===== src/assert_macros.svh =====
// Assertion macros used by the datapath module.
`ifndef ASSERT_MACROS_SVH
`define ASSERT_MACROS_SVH

// Same-cycle implication, checked on the rising clock edge outside reset.
`define FPMW_ASSERT(name, ante, cons) \
  name: assert property (@(posedge clk_i) disable iff (!rst_ni) (ante) |-> (cons)) \
    else $error("fpmw assertion failed");

// Next-cycle implication, checked on the rising clock edge outside reset.
`define FPMW_ASSERT_NEXT(name, ante, cons) \
  name: assert property (@(posedge clk_i) disable iff (!rst_ni) (ante) |=> (cons)) \
    else $error("fpmw assertion failed");

`endif


===== src/fpmw_pkg.sv =====
// Shared types and constants of the flash page merge writer.
package fpmw_pkg;

  localparam int unsigned PAGE_HALFWORDS_DEF = 1024;
  localparam int unsigned FLASH_PAGES_DEF    = 32;

  localparam logic [15:0] ERASED_HW         = 16'hFFFF;
  localparam logic [31:0] FLASH_BASE_RST    = 32'h0800_0000;
  localparam logic [6:0]  FLASH_SIZE_KB_RST = 7'd64;

  // Result kinds
  typedef enum logic [1:0] {
    KIND_READ   = 2'd0,
    KIND_COMMIT = 2'd1,
    KIND_REJECT = 2'd2,
    KIND_DROP   = 2'd3
  } kind_e;

  // Configuration register indexes
  localparam int unsigned CFG_IDX_W = 1;
  localparam logic [CFG_IDX_W-1:0] CFG_FLASH_BASE    = 1'b0;
  localparam logic [CFG_IDX_W-1:0] CFG_FLASH_SIZE_KB = 1'b1;

  // Controller to datapath commands
  typedef struct packed {
    logic clr_step;
    logic take;
    logic eval_apply;
    logic rd_done;
    logic scan_step;
    logic drain;
  } ctrl_cmd_t;

  // Datapath to controller status
  typedef struct packed {
    logic clr_last;
    logic it_read;
    logic eval_commit;
    logic scan_last;
    logic out_busy;
  } ctrl_sts_t;

endpackage


===== src/fpmw_ctrl.sv =====
// Controller state machine of the flash page merge writer.
module fpmw_ctrl (
  input  logic                clk_i,
  input  logic                rst_ni,
  input  logic                in_valid_i,
  output logic                in_ready_o,
  input  fpmw_pkg::ctrl_sts_t sts_i,
  output fpmw_pkg::ctrl_cmd_t cmd_o
);
  import fpmw_pkg::*;

  localparam logic [2:0] ST_CLEAR  = 3'd0;
  localparam logic [2:0] ST_IDLE   = 3'd1;
  localparam logic [2:0] ST_EVAL   = 3'd2;
  localparam logic [2:0] ST_RDWAIT = 3'd3;
  localparam logic [2:0] ST_SCAN   = 3'd4;
  localparam logic [2:0] ST_DRAIN  = 3'd5;

  logic [2:0] state_q, state_d;

  // Sequence clear pass, item evaluation, read completion and page commit
  always_comb begin
    cmd_o      = '0;
    in_ready_o = 1'b0;
    state_d    = state_q;
    unique case (state_q)
      ST_CLEAR: begin
        cmd_o.clr_step = 1'b1;
        if (sts_i.clr_last) state_d = ST_IDLE;
      end
      ST_IDLE: begin
        in_ready_o = 1'b1;
        if (in_valid_i) begin
          cmd_o.take = 1'b1;
          state_d    = ST_EVAL;
        end
      end
      ST_EVAL: begin
        if (!sts_i.out_busy) begin
          if (sts_i.it_read) begin
            state_d = ST_RDWAIT;
          end else begin
            cmd_o.eval_apply = 1'b1;
            state_d = sts_i.eval_commit ? ST_SCAN : ST_IDLE;
          end
        end
      end
      ST_RDWAIT: begin
        cmd_o.rd_done = 1'b1;
        state_d       = ST_IDLE;
      end
      ST_SCAN: begin
        cmd_o.scan_step = 1'b1;
        if (sts_i.scan_last) state_d = ST_DRAIN;
      end
      ST_DRAIN: begin
        cmd_o.drain = 1'b1;
        state_d     = ST_IDLE;
      end
      default: state_d = ST_CLEAR;
    endcase
  end

  // Hold state
  always_ff @(posedge clk_i or negedge rst_ni) begin
    if (!rst_ni) state_q <= ST_CLEAR;
    else         state_q <= state_d;
  end

endmodule


===== config.mk =====
export PLATFORM = sky130hd
export DESIGN_NAME = fpmw_ctrl
export DESIGN_NICKNAME = d
export VERILOG_FILES = /design/src/assert_macros.svh /design/src/fpmw_pkg.sv /design/src/fpmw_ctrl.sv
export SDC_FILE = /design/constraint.sdc
export NUM_CORES = 1
export LEC_CHECK = 0
export ABC_AREA = 0
export BUFFER_PORTS_ARGS = -buffer_cell sky130_fd_sc_hd__buf_2
export CAP_MARGIN = 20
export CORE_AREA = 5 5 42 44
export CTS_BUF_LIST = sky130_fd_sc_hd__clkbuf_8
export DETAILED_ROUTE_END_ITERATION = 8
export DIE_AREA = 0 0 47 49
export GPL_ROUTABILITY_DRIVEN = 0
export PLACE_DENSITY = 0.51
export SLEW_MARGIN = 25
export SYNTH_ARGS = -nofsm -noshare
export SYNTH_HDL_FRONTEND = slang
export SYNTH_SLANG_ARGS = --single-unit

===== constraint.sdc =====
create_clock -name clk_i -period 1.3 [get_ports clk_i]
set_input_delay 0.26 -clock clk_i [delete_from_list [all_inputs] [get_ports clk_i]]
set_output_delay 0.26 -clock clk_i [all_outputs]
set_load 0.02 [all_outputs]

==> metrics.txt <==
fin util=0.349; Biggest register=state_q; setup slack after layout=-0.102 ns; HPWL Detailed=between 400 and 500 um; Crit path required time=1.04 ns; cts bufs inserted=3; clk_skew=around 0.0021 ns; crit path time final=1.40 ns; CP Class=reg -> out; antenna violations before repair=0; largest net degree at the start of global routing=9; Switching Share=0.416; Tot Pwr=about 1.1 mW; Max FO, Critical Path=8; GRT Util Overall=0.0776; switching power=0.441 mW; Worst Hold Class=in -> reg; fraction of layout cells with a size suffix above 1=0.680; Comb pwr share=0.527; fin crit share=1.08; CTS tree=done; final setup vio count=7; run status=complete, but fails checks; number of vias per cell=around 4.3; RSZ-0062 raised after global routing=true; Yosys cell types=18; biggest regs=state_q x3; Cells after Synth=28; critical path's top delay family=flip-flops; maximum VDD drop=0.571 mV; Die Area=between 2000 and 2500 um^2; nets=59; pwr/cell area=2170 nW/um^2; max-cap check violation count=0; worst skew pair latency=0.22 ns; violated checks=negative setup slack; Clock Pin Slew Worst Setup and Hold Paths=around 0.03 ns; startpoint types=flip-flop; endpoint class of the critical path=primary output; Fin. Hold Viols=0; I/O pin count=15; Int Pwr=approximately 0.62 mW; non-filler cells in the finished layout=between 60 and 70; CP startpoint=state_q[0]$_DFFE_PN0P_; Final ANT Viol Nets=0; LEAKAGE=0.221 nW; Worst Path Buf+Inv=1; H-tree depth=1; Mapped Avg Cell Area=8.31 um^2; # port buffers=14; drt wl/cell=between 10 and 15 um; die extent in x=approximately 47 um; Max transition margin=0.874; residual DRC count=0; Flop pwr share=0.221; grt ovf=0; post-synthesis register bit count=3; DR pass1 iterations=2; Clk pwr share=0.252; initial drt markers=1; CP cell instances=nor4_4 -> buf_4; number of global-route vias before repair=291; max FFs per register=3; Worst Hold Launch=sts_i[2]; antenna diode count=0; die height=~49 um; Tightest Pin Transition=0.187 ns; Routed WL=about 740 um; via count=between 200 and 300; Layout area overhead=110%; CP Data Arrival Time=about 1.1 ns; CP max stage cell=dfrtp_2; initial core utilization=0.166; final slew viol count=0; Yosys warning count=0; CP max stage delay=about 0.46 ns; Placed Cells=58; clock buffer depth=2; CTS sink cnt=3; Cell Rows=14; fmax=between 700 and 800 MHz; Reg-to-Reg Start=state_q[2]$_DFFE_PN0P_; clk root buf=clkbuf_8; first-pass GRT wire length=between 1000 and 1500 um; Mapped Nets=36; Synth Cell Area=roughly 230 um^2; CORE AREA=approximately 1400 um^2; register area share after synthesis=0.323
## cell usage after synthesis (all sizes together)
cell type  count  area, um^2
dfrtp          3        75.1
nor3           3        15.0
nor2           4        15.0
nand4b         1        8.76
nand2          1        3.75
o21ai          1        8.76
buf            2        10.0
o22ai          2        18.8
nand3b         1        7.51
nor4           1        6.26
a21oi          1        5.00
nand2b         3        18.8
mux2           1        15.0
and2b          1        7.51
o21a           1        7.51
nor2b          1        6.26
inv            1        3.75
## tightest hold or removal path, delay by kind of cell
| kind | cells | cell delay, ns |
|---|---|---|
| and+or+nand+nor | 1 | 0.08 |
| buffers and inverters | 1 | 0.10 |
| AOI/OAI and AO/OA | 1 | 0.06 |
## area by class of cell
class / instances / area, um^2
Timing Repair Buffer: 20 / 144
Inverter: 1 / 3.75
Tap cell: 16 / 20.0
Multi-Input combinational cell: 22 / 199
Clock inverter: 1 / 3.75
Fill cell: 154 / 912
Clock buffer: 3 / 41.3
Sequential cell: 3 / 77.6
## cell usage in the layout, fill, tap and decap left out
cell           instances
nor2_1                 3
nand2b_4               2
nand4b_1               1
inv_2                  1
o21a_1                 1
dlygate4sd3_1          1
nor2b_1                1
o22ai_2                1
dfrtp_1                1
dfrtp_2                2
nor3_1                 1
nor2_4                 1
buf_2                  8
o21ai_4                1
buf_4                  8
mux2_4                 1
buf_6                  3
inv_1                  1
nand3b_1               1
o22ai_1                1
nand2_1                1
and2b_1                1
nor3_2                 2
nand2b_1               1
nor4_4                 1
a21oi_1                1
clkbuf_8               3
## cells by family after synthesis
family,count (synthesis),share of synthesized area
buf+inv,3,0.0591
mux,1,0.0645
compound gates,5,0.172
flops,3,0.323
simple gates,16,0.382
## worst paths after layout
check / slack (ns) / depth (start not counted) / endpoint
worst max register to register: 0 / 5 / state_q[0]$_DFFE_PN0P_
worst min register to register: 0.56 / 1 / state_q[2]$_DFFE_PN0P_
min in group asynchronous: 0.37 / 2 / state_q[1]$_DFFE_PN0P_
worst min-delay path: 0.34 / 3 / state_q[2]$_DFFE_PN0P_
max in group asynchronous: 0.82 / 2 / state_q[0]$_DFFE_PN0P_
worst max-delay path: -0.10 / 2 / cmd_o[3]
## metrics by stage
stage | setup TNS, ns | hold slack, ns | area [um^2] | setup slack [ns]
after global placement | 0 | 0.0581 | 339 | 0.0724
final | -0.346 | 0.339 | 489 | -0.102
after floorplan | -0.00280 | -0.0356 | 244 | -0.00280
after detailed placement | 0 | 0.0576 | 339 | 0.0488
after global routing | -0.784 | 0.371 | 489 | -0.168
after CTS | -0.457 | 0.338 | 464 | -0.106
## power groups by stage
stage               clock network [mW]  registers, mW  logic (mW)
finish                           0.268          0.234       0.558
global route                     0.277          0.246       0.609
CTS                              0.274          0.225       0.525
detailed placement                   0          0.208       0.422
global placement                     0          0.209       0.421
floorplan                            0          0.139       0.366
## timing repair
| action | 4_1_cts | 5_1_grt |
|---|---|---|
| resized for setup | 13 | 6 |
| endpoints found under the setup margin | 7 | 8 |
| hold endpoints to repair | 3 | 0 |
| setup buffers | 3 | 0 |
| hold buffers | 1 | 0 |
| pin swaps | 1 | 2 |
## routing by layer
layer | part of all wire | vias to the layer above | global-route usage
li1 | - | 141 | -
met5 | 0 | - | 0
met3 | 0.069 | 4 | 0.0258
met1 | 0.38 | 125 | 0.0819
met4 | 0.039 | 0 | 0.0691
met2 | 0.51 | 12 | 0.115
No activity file was read; power rests on OpenSTA's default activity.
